<file path="config.mk">
export PLATFORM = sky130hd
export DESIGN_NAME = priority_ready_queue_scheduler
export DESIGN_NICKNAME = d
export VERILOG_FILES = /design/src/rtl/prqs_pkg.sv /design/src/rtl/priority_ready_queue_scheduler.sv /design/src/rtl/prqs_link_mem.sv /design/src/rtl/prqs_list_mem.sv /design/src/rtl/prqs_prio_enc.sv
export SDC_FILE = /design/constraint.sdc
export NUM_CORES = 2
export LEC_CHECK = 0
export BUFFER_PORTS_ARGS = -buffer_cell sky130_fd_sc_hd__buf_2
export CORE_MARGIN = 1.5
export CORE_UTILIZATION = 56
export DETAILED_ROUTE_END_ITERATION = 16
export MAX_ROUTING_LAYER = met4
export PLACE_DENSITY = 0.81
export SETUP_SLACK_MARGIN = 0.15
export SYNTH_ARGS = -nofsm -noshare
export SYNTH_HDL_FRONTEND = slang
export SYNTH_SLANG_ARGS = --single-unit
</file>
<file path="constraint.sdc">
create_clock -name clk_i -period 12.5 [get_ports clk_i]
set_clock_uncertainty 0.2 [all_clocks]
set_input_delay 1.875 -clock clk_i [delete_from_list [all_inputs] [get_ports clk_i]]
set_output_delay 1.875 -clock clk_i [all_outputs]
set_load 0.01 [all_outputs]
</file>
<file path="src/rtl/prqs_pkg.sv">
`timescale 1ns / 1ps
// ----------------------------------------------------------------------------
// Ready-queue scheduler package
// Shared types, codes and sizes of the ready-queue engine.
// ----------------------------------------------------------------------------
package prqs_pkg;

  localparam int unsigned MaxTasks      = 64;
  localparam int unsigned NumPriorities = 128;
  localparam int unsigned TaskW         = 6;
  localparam int unsigned PrioW         = 7;
  localparam int unsigned LinkW         = 7;
  localparam logic [LinkW-1:0] LinkNone = 7'd64;

  typedef enum logic [1:0] {
    OP_ADD      = 2'd0,
    OP_REMOVE   = 2'd1,
    OP_REINSERT = 2'd2,
    OP_SWITCH   = 2'd3
  } op_e;

  typedef struct packed {
    logic [1:0]       opcode;
    logic [TaskW-1:0] task_id;
    logic [PrioW-1:0] priority_req;
    logic             requeue_running;
  } in_item_t;

  typedef struct packed {
    logic             preempt;
    logic             was_queued;
    logic [TaskW-1:0] next_task;
    logic             next_is_idle;
  } out_item_t;

  // Micro-operation sequencer states.
  typedef enum logic [3:0] {
    ST_IDLE,
    ST_DECODE,
    ST_APP_RD,
    ST_APP_WR,
    ST_UNL_RD,
    ST_UNL_WR,
    ST_PICK,
    ST_HEAD_RD,
    ST_HEAD_LNK,
    ST_OUT
  } state_e;

  // Link memory port: one read, one write per cycle.
  typedef struct packed {
    logic             re;
    logic [TaskW-1:0] raddr;
    logic             we;
    logic [TaskW-1:0] waddr;
    logic             wnext_en;
    logic [LinkW-1:0] wnext;
    logic             wprev_en;
    logic [LinkW-1:0] wprev;
    logic             wprio_en;
    logic [PrioW-1:0] wprio;
  } link_req_t;

  typedef struct packed {
    logic [LinkW-1:0] next;
    logic [LinkW-1:0] prev;
    logic [PrioW-1:0] prio;
  } link_rsp_t;

  function automatic logic [PrioW-1:0] clamp_prio(input logic [PrioW-1:0] p);
    if (32'(p) >= NumPriorities) begin
      clamp_prio = PrioW'(NumPriorities - 1);
    end else begin
      clamp_prio = p;
    end
  endfunction

endpackage

</file>
<file path="src/rtl/priority_ready_queue_scheduler.sv">
`timescale 1ns / 1ps
// ----------------------------------------------------------------------------
// Priority ready-queue scheduler
// Per-priority FIFO ready lists in link and list memories, bitmap search.
// Longest path: a switch that requeues the running task, then reads the new
// head and unlinks it.
// Throughput: one item at a time; the next is taken when the result leaves.
// Reset: bitmap, queued flags and running task clear at once; no sweep.
// ----------------------------------------------------------------------------
module priority_ready_queue_scheduler (
  input  logic                clk_i,
  input  logic                rst_ni,
  input  logic                in_valid_i,
  output logic                in_ready_o,
  input  prqs_pkg::in_item_t  in_data_i,
  output logic                out_valid_o,
  input  logic                out_ready_i,
  output prqs_pkg::out_item_t out_data_o
);

  localparam int unsigned TW = prqs_pkg::TaskW;
  localparam int unsigned PW = prqs_pkg::PrioW;
  localparam int unsigned LW = prqs_pkg::LinkW;

  prqs_pkg::state_e state_q, state_d;

  logic [prqs_pkg::NumPriorities-1:0] bits_q, bits_d;
  logic [prqs_pkg::MaxTasks-1:0]      queued_q, queued_d;
  logic [TW-1:0] run_task_q, run_task_d;
  logic [PW-1:0] run_prio_q, run_prio_d;
  logic          run_valid_q, run_valid_d;

  prqs_pkg::in_item_t  item_q, item_d;
  prqs_pkg::out_item_t res_q, res_d;
  logic [TW-1:0] cur_task_q, cur_task_d;
  logic [PW-1:0] cur_prio_q, cur_prio_d;
  logic          app_after_q, app_after_d;
  logic          pick_after_q, pick_after_d;
  logic          out_valid_q, out_valid_d;

  prqs_pkg::link_req_t lreq;
  prqs_pkg::link_rsp_t lrsp;
  logic          lst_re, lst_wh, lst_wt;
  logic [PW-1:0] lst_raddr, lst_waddr;
  logic [TW-1:0] lst_whd, lst_wtd, lst_head, lst_tail;
  logic          enc_found;
  logic [PW-1:0] enc_best;

  // Second link write, issued in the following cycle: next link or prev link.
  logic          lw2_q, lw2_d;
  logic          lw2_nx_q, lw2_nx_d;
  logic [TW-1:0] lw2_addr_q, lw2_addr_d;
  logic [LW-1:0] lw2_val_q, lw2_val_d;

  prqs_link_mem u_link (
    .clk_i (clk_i),
    .req_i (lreq),
    .rsp_o (lrsp)
  );

  prqs_list_mem u_list (
    .clk_i        (clk_i),
    .re_i         (lst_re),
    .raddr_i      (lst_raddr),
    .whead_i      (lst_wh),
    .wtail_i      (lst_wt),
    .waddr_i      (lst_waddr),
    .whead_data_i (lst_whd),
    .wtail_data_i (lst_wtd),
    .head_o       (lst_head),
    .tail_o       (lst_tail)
  );

  prqs_prio_enc u_enc (
    .clk_i   (clk_i),
    .rst_ni  (rst_ni),
    .bits_i  (bits_q),
    .found_o (enc_found),
    .best_o  (enc_best)
  );

  assign in_ready_o  = (state_q == prqs_pkg::ST_IDLE) && !out_valid_q;
  assign out_valid_o = out_valid_q;
  assign out_data_o  = res_q;

  always_comb begin
    state_d = state_q;
    unique case (state_q)
      prqs_pkg::ST_IDLE:    if (in_valid_i && in_ready_o) state_d = prqs_pkg::ST_DECODE;
      prqs_pkg::ST_DECODE: begin
        if (prqs_pkg::op_e'(item_q.opcode) == prqs_pkg::OP_SWITCH) begin
          if (run_valid_q && item_q.requeue_running && !queued_q[run_task_q]) begin
            state_d = prqs_pkg::ST_APP_RD;
          end else begin
            state_d = prqs_pkg::ST_PICK;
          end
        end else if (prqs_pkg::op_e'(item_q.opcode) == prqs_pkg::OP_ADD) begin
          state_d = queued_q[item_q.task_id] ? prqs_pkg::ST_OUT : prqs_pkg::ST_APP_RD;
        end else begin
          state_d = queued_q[item_q.task_id] ? prqs_pkg::ST_UNL_RD : prqs_pkg::ST_OUT;
        end
      end
      prqs_pkg::ST_APP_RD:  state_d = prqs_pkg::ST_APP_WR;
      prqs_pkg::ST_APP_WR:  state_d = pick_after_q ? prqs_pkg::ST_PICK : prqs_pkg::ST_OUT;
      prqs_pkg::ST_UNL_RD:  state_d = prqs_pkg::ST_UNL_WR;
      prqs_pkg::ST_UNL_WR: begin
        if (app_after_q) begin
          state_d = prqs_pkg::ST_APP_RD;
        end else begin
          state_d = prqs_pkg::ST_OUT;
        end
      end
      prqs_pkg::ST_PICK:     state_d = prqs_pkg::ST_HEAD_RD;
      prqs_pkg::ST_HEAD_RD:  state_d = enc_found ? prqs_pkg::ST_HEAD_LNK : prqs_pkg::ST_OUT;
      prqs_pkg::ST_HEAD_LNK: state_d = prqs_pkg::ST_UNL_RD;
      prqs_pkg::ST_OUT:      state_d = prqs_pkg::ST_IDLE;
      default:               state_d = prqs_pkg::ST_IDLE;
    endcase
  end

  always_comb begin
    logic [LW-1:0] pv, nx;
    logic [PW-1:0] up;
    bits_d       = bits_q;
    queued_d     = queued_q;
    run_task_d   = run_task_q;
    run_prio_d   = run_prio_q;
    run_valid_d  = run_valid_q;
    item_d       = item_q;
    res_d        = res_q;
    cur_task_d   = cur_task_q;
    cur_prio_d   = cur_prio_q;
    app_after_d  = app_after_q;
    pick_after_d = pick_after_q;
    out_valid_d  = out_valid_q;
    lw2_d        = 1'b0;
    lw2_nx_d     = lw2_nx_q;
    lw2_addr_d   = lw2_addr_q;
    lw2_val_d    = lw2_val_q;
    lreq         = '0;
    lst_re       = 1'b0;
    lst_raddr    = cur_prio_q;
    lst_wh       = 1'b0;
    lst_wt       = 1'b0;
    lst_waddr    = cur_prio_q;
    lst_whd      = cur_task_q;
    lst_wtd      = cur_task_q;
    pv           = lrsp.prev;
    nx           = lrsp.next;
    up           = lrsp.prio;

    if (lw2_q) begin
      lreq.we    = 1'b1;
      lreq.waddr = lw2_addr_q;
      if (lw2_nx_q) begin
        lreq.wnext_en = 1'b1;
        lreq.wnext    = lw2_val_q;
      end else begin
        lreq.wprev_en = 1'b1;
        lreq.wprev    = lw2_val_q;
      end
    end

    if (out_valid_q && out_ready_i) out_valid_d = 1'b0;

    unique case (state_q)
      prqs_pkg::ST_IDLE: begin
        if (in_valid_i && in_ready_o) item_d = in_data_i;
      end
      prqs_pkg::ST_DECODE: begin
        res_d        = '0;
        app_after_d  = 1'b0;
        pick_after_d = 1'b0;
        if (prqs_pkg::op_e'(item_q.opcode) == prqs_pkg::OP_SWITCH) begin
          pick_after_d = 1'b1;
          cur_task_d   = run_task_q;
          cur_prio_d   = run_prio_q;
        end else begin
          res_d.was_queued = queued_q[item_q.task_id];
          cur_task_d       = item_q.task_id;
          cur_prio_d       = prqs_pkg::clamp_prio(item_q.priority_req);
          app_after_d      = prqs_pkg::op_e'(item_q.opcode) == prqs_pkg::OP_REINSERT;
          if (prqs_pkg::op_e'(item_q.opcode) == prqs_pkg::OP_ADD) begin
            res_d.preempt = !queued_q[item_q.task_id] && (!run_valid_q ||
                            prqs_pkg::clamp_prio(item_q.priority_req) < run_prio_q);
          end
          if (prqs_pkg::op_e'(item_q.opcode) != prqs_pkg::OP_ADD) begin
            lreq.re    = 1'b1;
            lreq.raddr = item_q.task_id;
          end
        end
      end
      prqs_pkg::ST_APP_RD: begin
        lst_re    = 1'b1;
        lst_raddr = cur_prio_q;
      end
      prqs_pkg::ST_APP_WR: begin
        lreq.we       = 1'b1;
        lreq.waddr    = cur_task_q;
        lreq.wnext_en = 1'b1;
        lreq.wnext    = prqs_pkg::LinkNone;
        lreq.wprev_en = 1'b1;
        lreq.wprio_en = 1'b1;
        lreq.wprio    = cur_prio_q;
        lst_wt        = 1'b1;
        if (bits_q[cur_prio_q]) begin
          lreq.wprev = LW'(lst_tail);
          // Link the old tail forward next cycle.
          lw2_d      = 1'b1;
          lw2_nx_d   = 1'b1;
          lw2_addr_d = lst_tail;
          lw2_val_d  = LW'(cur_task_q);
        end else begin
          lreq.wprev = prqs_pkg::LinkNone;
          lst_wh     = 1'b1;
        end
        bits_d[cur_prio_q]   = 1'b1;
        queued_d[cur_task_q] = 1'b1;
      end
      prqs_pkg::ST_UNL_RD: begin
        lst_re    = 1'b1;
        lst_raddr = up;
        cur_prio_d = up;
        lw2_val_d = pv;
      end
      prqs_pkg::ST_UNL_WR: begin
        pv = lw2_val_q;
        lreq.re = 1'b0;
        if (pv == prqs_pkg::LinkNone) begin
          lst_wh  = 1'b1;
          lst_whd = nx[TW-1:0];
        end
        if (nx == prqs_pkg::LinkNone) begin
          lst_wt  = 1'b1;
          lst_wtd = pv[TW-1:0];
        end
        if (pv == prqs_pkg::LinkNone && nx == prqs_pkg::LinkNone) begin
          bits_d[cur_prio_q] = 1'b0;
        end
        queued_d[cur_task_q] = 1'b0;
        if (pv != prqs_pkg::LinkNone) begin
          lreq.we       = 1'b1;
          lreq.waddr    = pv[TW-1:0];
          lreq.wnext_en = 1'b1;
          lreq.wnext    = nx;
        end
        if (nx != prqs_pkg::LinkNone) begin
          lw2_d      = 1'b1;
          lw2_nx_d   = 1'b0;
          lw2_addr_d = nx[TW-1:0];
          lw2_val_d  = pv;
        end
        if (app_after_q) cur_prio_d = prqs_pkg::clamp_prio(item_q.priority_req);
      end
      prqs_pkg::ST_PICK: begin
        pick_after_d = 1'b0;
      end
      prqs_pkg::ST_HEAD_RD: begin
        if (enc_found) begin
          lst_re     = 1'b1;
          lst_raddr  = enc_best;
          cur_prio_d = enc_best;
          res_d.next_is_idle = 1'b0;
          run_prio_d  = enc_best;
          run_valid_d = 1'b1;
        end else begin
          res_d.next_is_idle = 1'b1;
          res_d.next_task    = '0;
          run_valid_d        = 1'b0;
        end
      end
      prqs_pkg::ST_HEAD_LNK: begin
        cur_task_d      = lst_head;
        run_task_d      = lst_head;
        res_d.next_task = lst_head;
        lreq.re         = 1'b1;
        lreq.raddr      = lst_head;
      end
      prqs_pkg::ST_OUT: begin
        out_valid_d = 1'b1;
      end
      default: ;
    endcase
  end

  always_ff @(posedge clk_i or negedge rst_ni) begin
    if (!rst_ni) begin
      state_q     <= prqs_pkg::ST_IDLE;
      bits_q      <= '0;
      queued_q    <= '0;
      run_task_q  <= '0;
      run_prio_q  <= '0;
      run_valid_q <= 1'b0;
      out_valid_q <= 1'b0;
      lw2_q       <= 1'b0;
    end else begin
      state_q     <= state_d;
      bits_q      <= bits_d;
      queued_q    <= queued_d;
      run_task_q  <= run_task_d;
      run_prio_q  <= run_prio_d;
      run_valid_q <= run_valid_d;
      out_valid_q <= out_valid_d;
      lw2_q       <= lw2_d;
    end
  end

  always_ff @(posedge clk_i) begin
    item_q       <= item_d;
    res_q        <= res_d;
    cur_task_q   <= cur_task_d;
    cur_prio_q   <= cur_prio_d;
    app_after_q  <= app_after_d;
    pick_after_q <= pick_after_d;
    lw2_nx_q     <= lw2_nx_d;
    lw2_addr_q   <= lw2_addr_d;
    lw2_val_q    <= lw2_val_d;
  end

endmodule

</file>
<file path="src/rtl/prqs_link_mem.sv">
`timescale 1ns / 1ps
// ----------------------------------------------------------------------------
// Ready-queue link memory
// Per-task next, prev and queued priority, registered synchronous read.
// ----------------------------------------------------------------------------
module prqs_link_mem (
  input  logic                clk_i,
  input  prqs_pkg::link_req_t req_i,
  output prqs_pkg::link_rsp_t rsp_o
);

  logic [prqs_pkg::LinkW-1:0] next_mem [prqs_pkg::MaxTasks];
  logic [prqs_pkg::LinkW-1:0] prev_mem [prqs_pkg::MaxTasks];
  logic [prqs_pkg::PrioW-1:0] prio_mem [prqs_pkg::MaxTasks];

  always_ff @(posedge clk_i) begin
    if (req_i.we && req_i.wnext_en) begin
      next_mem[req_i.waddr] <= req_i.wnext;
    end
    if (req_i.we && req_i.wprev_en) begin
      prev_mem[req_i.waddr] <= req_i.wprev;
    end
    if (req_i.we && req_i.wprio_en) begin
      prio_mem[req_i.waddr] <= req_i.wprio;
    end
  end

  always_ff @(posedge clk_i) begin
    if (req_i.re) begin
      rsp_o.next <= next_mem[req_i.raddr];
      rsp_o.prev <= prev_mem[req_i.raddr];
      rsp_o.prio <= prio_mem[req_i.raddr];
    end
  end

endmodule

</file>
<file path="src/rtl/prqs_list_mem.sv">
`timescale 1ns / 1ps
// ----------------------------------------------------------------------------
// Ready-queue list memory
// Per-priority head and tail, registered synchronous read.
// ----------------------------------------------------------------------------
module prqs_list_mem (
  input  logic                       clk_i,
  input  logic                       re_i,
  input  logic [prqs_pkg::PrioW-1:0] raddr_i,
  input  logic                       whead_i,
  input  logic                       wtail_i,
  input  logic [prqs_pkg::PrioW-1:0] waddr_i,
  input  logic [prqs_pkg::TaskW-1:0] whead_data_i,
  input  logic [prqs_pkg::TaskW-1:0] wtail_data_i,
  output logic [prqs_pkg::TaskW-1:0] head_o,
  output logic [prqs_pkg::TaskW-1:0] tail_o
);

  logic [prqs_pkg::TaskW-1:0] head_mem [prqs_pkg::NumPriorities];
  logic [prqs_pkg::TaskW-1:0] tail_mem [prqs_pkg::NumPriorities];

  always_ff @(posedge clk_i) begin
    if (whead_i) begin
      head_mem[waddr_i] <= whead_data_i;
    end
    if (wtail_i) begin
      tail_mem[waddr_i] <= wtail_data_i;
    end
    if (re_i) begin
      head_o <= head_mem[raddr_i];
      tail_o <= tail_mem[raddr_i];
    end
  end

endmodule

</file>
<file path="src/rtl/prqs_prio_enc.sv">
`timescale 1ns / 1ps
// ----------------------------------------------------------------------------
// Ready bitmap encoder
// Registered search for the most urgent non-empty priority.
// ----------------------------------------------------------------------------
module prqs_prio_enc (
  input  logic                               clk_i,
  input  logic                               rst_ni,
  input  logic [prqs_pkg::NumPriorities-1:0] bits_i,
  output logic                               found_o,
  output logic [prqs_pkg::PrioW-1:0]         best_o
);

  localparam int unsigned Groups = 8;
  localparam int unsigned GroupW = prqs_pkg::NumPriorities / Groups;

  logic [Groups-1:0]          grp_any_d, grp_any_q;
  logic [3:0]                 grp_idx_d [Groups];
  logic [3:0]                 grp_idx_q [Groups];
  logic                       found_d;
  logic [prqs_pkg::PrioW-1:0] best_d;

  always_comb begin
    for (int g = 0; g < Groups; g++) begin
      grp_any_d[g] = 1'b0;
      grp_idx_d[g] = '0;
      for (int b = GroupW - 1; b >= 0; b--) begin
        if (bits_i[g*GroupW + b]) begin
          grp_any_d[g] = 1'b1;
          grp_idx_d[g] = 4'(b);
        end
      end
    end
  end

  always_ff @(posedge clk_i or negedge rst_ni) begin
    if (!rst_ni) begin
      grp_any_q <= '0;
    end else begin
      grp_any_q <= grp_any_d;
    end
  end

  always_ff @(posedge clk_i) begin
    for (int g = 0; g < Groups; g++) begin
      grp_idx_q[g] <= grp_idx_d[g];
    end
  end

  always_comb begin
    found_d = 1'b0;
    best_d  = '0;
    for (int g = Groups - 1; g >= 0; g--) begin
      if (grp_any_q[g]) begin
        found_d = 1'b1;
        best_d  = prqs_pkg::PrioW'(g * GroupW) + prqs_pkg::PrioW'(grp_idx_q[g]);
      end
    end
  end

  assign found_o = found_d;
  assign best_o  = best_d;

endmodule

</file>
# ---- Word-level counts from Yosys, hierarchy flattened
# Memories as Yosys holds them, arrays and structs flattened. A register that Yosys moved wholly into a read port is not among the register bits.
# Cells that the tools add are included.
dict set report classes {
  add_sub_neg 7
  mul 0
  div_mod_pow 0
  order_cmp 7
  eq_ne 21
  shifts 0
  muxes 356
  bitwise_logic 7
  reduce_logical 37
}
# op n
set ops {}
lappend ops {{4-bit 2-to-1 mux} 135}
lappend ops {{128-bit case mux with 2 select lines} 1}
lappend ops {{1-bit 2-to-1 mux} 164}
lappend ops {{128-bit bitwise AND} 1}
lappend ops {{128-bit 2-to-1 mux} 1}
lappend ops {{128-bit NOT} 1}
lappend ops {{128-bit OR} 1}
lappend ops {{64-bit case mux with 2 select lines} 1}
lappend ops {{7-bit 2-to-1 mux} 18}
lappend ops {{64-bit bitwise AND} 1}
lappend ops {{64-bit NOT} 1}
lappend ops {{64-bit OR} 1}
lappend ops {{6-bit 2-to-1 mux} 8}
lappend ops {{4-bit case mux with 9 select lines} 1}
lappend ops {{6-bit case mux with 2 select lines} 3}
lappend ops {{15-bit case mux with 2 select lines} 1}
lappend ops {{7-bit case mux with 2 select lines} 2}
lappend ops {{7-bit case mux with 4 select lines} 1}
lappend ops {{23-bit 2-to-1 mux} 1}
lappend ops {{6-bit by 7-bit < comparator with 1-bit output (second input constant)} 3}
lappend ops {{6-bit case mux with 3 select lines} 1}
lappend ops {{4-bit by 3-bit equality test with 1-bit output (second input constant)} 4}
lappend ops {{16-bit 2-to-1 mux} 1}
lappend ops {{8-bit 2-to-1 mux} 2}
lappend ops {{36 further kinds} 81}
dict set report totals {
  register_bits 274
  latch_bits 0
  mem_bits_rw 2912
  rom_bits 0
  output_inout_bits 11
  n_memories 6
}
# memory depth word_bits read_ports rd_ports_with_merged_regs write_ports line
set mem_list {}
lappend mem_list {u_list.head_mem 128 6 1 1 1 prqs_list_mem.sv:19} ;# logic [prqs_pkg::TaskW-1:0] head_mem [prqs_pkg::NumPriorities];
lappend mem_list {u_list.tail_mem 128 6 1 1 1 prqs_list_mem.sv:20} ;# logic [prqs_pkg::TaskW-1:0] tail_mem [prqs_pkg::NumPriorities];
lappend mem_list {u_link.next_mem 64 7 1 1 1 prqs_link_mem.sv:12} ;# logic [prqs_pkg::LinkW-1:0] next_mem [prqs_pkg::MaxTasks];
lappend mem_list {u_link.prev_mem 64 7 1 1 1 prqs_link_mem.sv:13} ;# logic [prqs_pkg::LinkW-1:0] prev_mem [prqs_pkg::MaxTasks];
lappend mem_list {u_link.prio_mem 64 7 1 1 1 prqs_link_mem.sv:14} ;# logic [prqs_pkg::PrioW-1:0] prio_mem [prqs_pkg::MaxTasks];
lappend mem_list {u_enc.grp_idx_q 8 4 8 0 8 prqs_prio_enc.sv:19} ;# logic [3:0] grp_idx_q [Groups];

# ---- Longest topological paths before layout
dict set report depth {
  word_depth 16
  ltp_mapped 18
}

# ---- Hierarchy
# Synthesis repeated with hierarchy kept, for this count alone.
dict set report unflattened {
  hier_cells 6727
  hier_area_um2 129508.0
}
# module n_inst cells_per_inst area_each_um2 seq_area_each_um2
set by_module_without_submodules {}
lappend by_module_without_submodules {prqs_list_mem 1 2511 59787.3 46484.6}
lappend by_module_without_submodules {prqs_link_mem 1 2520 53064.6 40989.3}
lappend by_module_without_submodules {priority_ready_queue_scheduler 1 1348 14216.1 6926.6}
lappend by_module_without_submodules {prqs_prio_enc 1 348 2439.8 840.8}

# ---- Worst setup path before layout
# No wires, ideal clock.
dict set report synth_timing {
  kind {register to register}
  startpoint {register state_q[3]}
  endpoint {memory u_link.next_mem[0][4] (netlist name) (data pin)}
  setup_ps 702
  arrival_time_ps 4298
  path_slack_ps 7300
  path_stages_with_launch 9
  n_path_buf 4
  cell_sequence {dfrtp_1 > buf_2 > nand2b_1 > nor2_1 > clkbuf_1 > clkbuf_1 > clkbuf_1 > nand2_1 > o21ai_0}
}
# element line
set synth_rtl {}
lappend synth_rtl {{from (decl)} priority_ready_queue_scheduler.sv:25} ;# prqs_pkg::state_e state_q, state_d;
lappend synth_rtl {{from (signal assigned)} priority_ready_queue_scheduler.sv:288} ;# state_q <= prqs_pkg::ST_IDLE;
lappend synth_rtl {{from (signal assigned)} priority_ready_queue_scheduler.sv:297} ;# state_q <= state_d;
lappend synth_rtl {{to (decl)} prqs_link_mem.sv:12}

# ---- Worst setup path after layout
dict set report layout_timing {
  startpoint {register state_q[2]}
  endpoint {register u_list.tail_o[4] (netlist name), read port of u_list.tail_mem (data pin)}
}
dict set report layout_between {
  elab_chain_cells 3
  word_cells_on_any_way 6
  classes_between {3 x eq/ne; 2 x mux; 1 x reduce/logical}
}
# element line
set layout_rtl {}
lappend layout_rtl {{4-bit by 3-bit equality test with 1-bit output or 4-bit by 2-bit equality test with 1-bit output (tied branches)} priority_ready_queue_scheduler.sv:166} ;# unique case (state_q)
lappend layout_rtl {{2-bit OR reduction (no line)} --}
lappend layout_rtl {{1-bit case mux with 2 select lines} priority_ready_queue_scheduler.sv:166}
lappend layout_rtl {{to (decl)} prqs_list_mem.sv:16} ;# output logic [prqs_pkg::TaskW-1:0] tail_o
# Parallel ways exist; a longest one is shown, timed or not.
# A chain may end at the register's enable or synchronous reset.

==> summary.md <==
| Metric | Value |
|---|---|
| Worst EP required | 13120 ps |
| FF+latch count, synth | 3219 |
| Worst Max-Slew Pin Slew | 1380 ps |
| Die W | 490 um |
| Comb power frac | 0.332 |
| Overall Global Routing Usage | 0.322 |
| Simple-gate area share of the yosys netlist | 0.139 |
| DR pass1 iterations | 11 |
| Switching share of power | 0.375 |
| Hold slack | 311 ps |
| Routability congestion estimate | 0.984 |
| Routed len/inst | 27.9 um |
| Clk_lat worst skew | 980 ps |
| Post-synth ARST share | 0.0683 |
| Synth Area in XOR/XNOR | 0.0000660 |
| Synth-to-Final Area Change | 9.63% |
| Power Internal | 21400 uW |
| Synth cell types | 85 |
| H-tree levels | 5 |
| Post-synthesis compound-gate area fraction | 0.0826 |
| Hold Vio Cnt, Final | 0 |
| Area of the mapped netlist | 0.133 mm^2 |
| Top-count cell post-synth | edfxtp_1 |
| Post-DP HPWL | 234 mm |
| Worst EP arrival | 7240 ps |
| Synth Net Count | 10400 |
| Clk network pwr share | 0.270 |
| Root buffer cell | clkbuf_16 |
| First-pass GRT wire length | 555 mm |
| Port-buffer cells | 30 |
| Vias in the first global route | 85900 |
| RSZ-0062 raised after global routing | no |
| Max-slew headroom | 0.0683 |
| Clock Sinks | 3219 |
| Endpoints failing setup | 0 |
| Sequential area share after synthesis | 0.718 |
| Die height | 490 um |
| Post-Syn Instances | 10400 |
| CP Max Fanout | 194 |
| Total power divided by cell area | 235 mW/mm^2 |
| Number of synthesized flops with an enable pin | 2967 |
| Post-synthesis mux area share | 0.0345 |
| 1st-iter DRT viols | 14400 |
| Layout Utilization | 0.618 |
| Drt total wl | 379 mm |
| Syn_area_per_cell | 12.8 um^2 |
| Vias per cell | 6.59 |
| Total grt overflow | 0 |
| Pin count of the biggest net entering global routing | 217 |
| # resized after CTS | 0 |
| Max Cap Viol | 0 |
| Max Freq | 151 MHz |
| Die area | 0.240 mm^2 |
| CP Capture Type | flop |
| Max-slew violation count | 0 |
| CORE AREA | 0.235 mm^2 |
| DRC | 0 |
| Vias | 89600 |
| Rows | 178 |
| Adder-Cell Fraction of Synth Area | 0.00113 |
| Status | complete, no violations |
| Total power | 34300 uW |
| Share of the synthesized area in the top cell type | 0.671 |
| Critical setup path kind | flop to flop |
| DP Cell Count | 13000 |
| CTS tree | done |
| Fin cells | 13600 |
| CTS Buffer Depth | 4 |
| Tmin final | 6620 ps |
| Share of cells above drive strength 1 | 0.0769 |
| Hold crit path type | flop to flop |
| Synth area leader | edfxtp_1 |
| Largest family of logic cells by synthesized area | simple AND/OR/NAND/NOR gates |
| CTS Hold Bufs | 0 |
| Leakage dissipation | 0.0486 uW |
| Psw | 12800 uW |
| Final ANT Viol Nets | 0 |
| Yosys warns | 0 |
| Most frequent cells after synthesis | 2967 x edfxtp_1, 2288 x nand2_1, 890 x nor2_1 |
| Synth area leaders | edfxtp_1 67%, nand2_1 6.5%, dfrtp_1 4.1% |
| Synth Flop Type | edfxtp_1 |
| Period utilization | 0.530 |
| Io pins | 31 |
| VDD IR max | 0.000321 V |
| Setup TNS | 0 ps |
| Reg power frac | 0.398 |
| Total CTS buffers | 324 |
| Worst setup SP type | flop |
| Setup bufs post-CTS | 0 |
| Number of antenna violations at the first check in global routing | 27 |
| Clk pin slew, worst setup/hold paths | 60 ps |
| Nets | 10200 |
| Initial Util | 0.564 |
[final cells by class]
class / instances / area [um^2]
sequential: 3219 / 95200
fill: 16600 / 89900
multi-input combinational: 6385 / 34600
clock buffer: 400 / 8570
tap: 3150 / 3940
timing repair buffer: 183 / 1440
clock inverter: 152 / 1320
inverter: 63 / 241
antenna: 32 / 80.1
[path summary, 6_finish.rpt]
path,start,end,slack [ps],cells past startpoint
worst max-delay path,state_q[2],u_list.tail_o[4],5880,13
worst min-delay path,flop,flop,310,1
worst max register to register,state_q[2],u_list.tail_o[4],5880,13
worst min register to register,flop,flop,310,1
max in group asynchronous,rst_ni,asynchronous set/reset pin,9090,3
min in group asynchronous,rst_ni,asynchronous set/reset pin,780,1
[layer usage]
metal | share of wire | track usage
met5 | 0 | -
met4 | 0.055 | 0.157
met1 | 0.35 | 0.410
met3 | 0.14 | 0.104
met2 | 0.45 | 0.468
[state kept, by name, summed over array words and instances (netlist names), 16 cells and up, named ones only]
signal and count:
u_link.prio_mem 448, u_list.tail_mem 768, u_list.head_mem 768, u_enc.grp_idx_q 32, item_q 16, u_link.prev_mem 448
u_link.rsp_o 21, u_link.next_mem 448
[placed cells by master (no fill, tap or decap), types with 14 or more instances in the layout]
master / synthesis / routed
edfxtp_1: 2967 / 2967
nand2_1: 2288 / 2280
nor2_1: 890 / 885
a21oi_1: 666 / 658
nand3_1: 602 / 602
clkbuf_16: 0 / 327
mux2i_1: 311 / 311
a311oi_1: 272 / 271
a211oi_1: 245 / 244
dfrtp_1: 220 / 220
and3_1: 195 / 195
buf_4: 31 / 139
a31oi_1: 129 / 128
o22ai_1: 108 / 108
nor4_1: 97 / 83
nor3_1: 86 / 78
inv_1: 61 / 61
clkbuf_1: 484 / 61
clkinv_2: 0 / 57
clkinv_1: 0 / 56
mux4_2: 55 / 55
or4_1: 36 / 36
o21ai_0: 36 / 35
diode_2: 0 / 32
dfxtp_1: 32 / 32
buf_2: 161 / 30
o221ai_1: 28 / 28
o21bai_1: 27 / 27
nand4_1: 24 / 24
bufinv_16: 0 / 21
a21o_1: 21 / 20
o211ai_1: 18 / 18
nand2b_1: 16 / 16
nor4_2: 2 / 16
nor2b_1: 14 / 14
[critical path, cell delays in order (launching register included)]
cell,delay (ps)
dfrtp_1,740
nand4b_4,300
a21oi_2,470
o2111a_1,430
o21a_4,380
buf_4,620
buf_12,500
nand2_1,170
and3_1,230
a311oi_1,500
nor4_1,150
buf_2,220
a211oi_1,840
and4_1,330
[power by group through the flow]
stage	logic, uW	registers, uW	clock network, uW
floorplan	7180	13500	0
global placement	10600	13800	0
detailed placement	10900	13800	0
CTS	11000	13600	9270
global route	11900	13700	9690
finish	11400	13600	9260
[metrics by stage]
step	cell area [um^2]	setup slack (ps)
2_1_floorplan	133000	7300
3_3_place_gp	135000	5590
4_1_cts	145000	6270
5_1_grt	145000	5820
3_5_place_dp	136000	6310
6_report	145000	5880
[kinds of logic (layout without fill, tap and decap cells)]
logic type | Yosys count | in the layout
adders and majority gates | 12 | 12
buffers and inverters | 779 | 798
DFF | 3219 | 3219
muxes | 386 | 386
AOI/OAI and AO/OA | 1664 | 1664
other | 0 | 32
and+or+nand+nor | 4322 | 4322
xor gates and xnor gates | 1 | 1
Note: power is estimated with default switching activity, not from simulation.
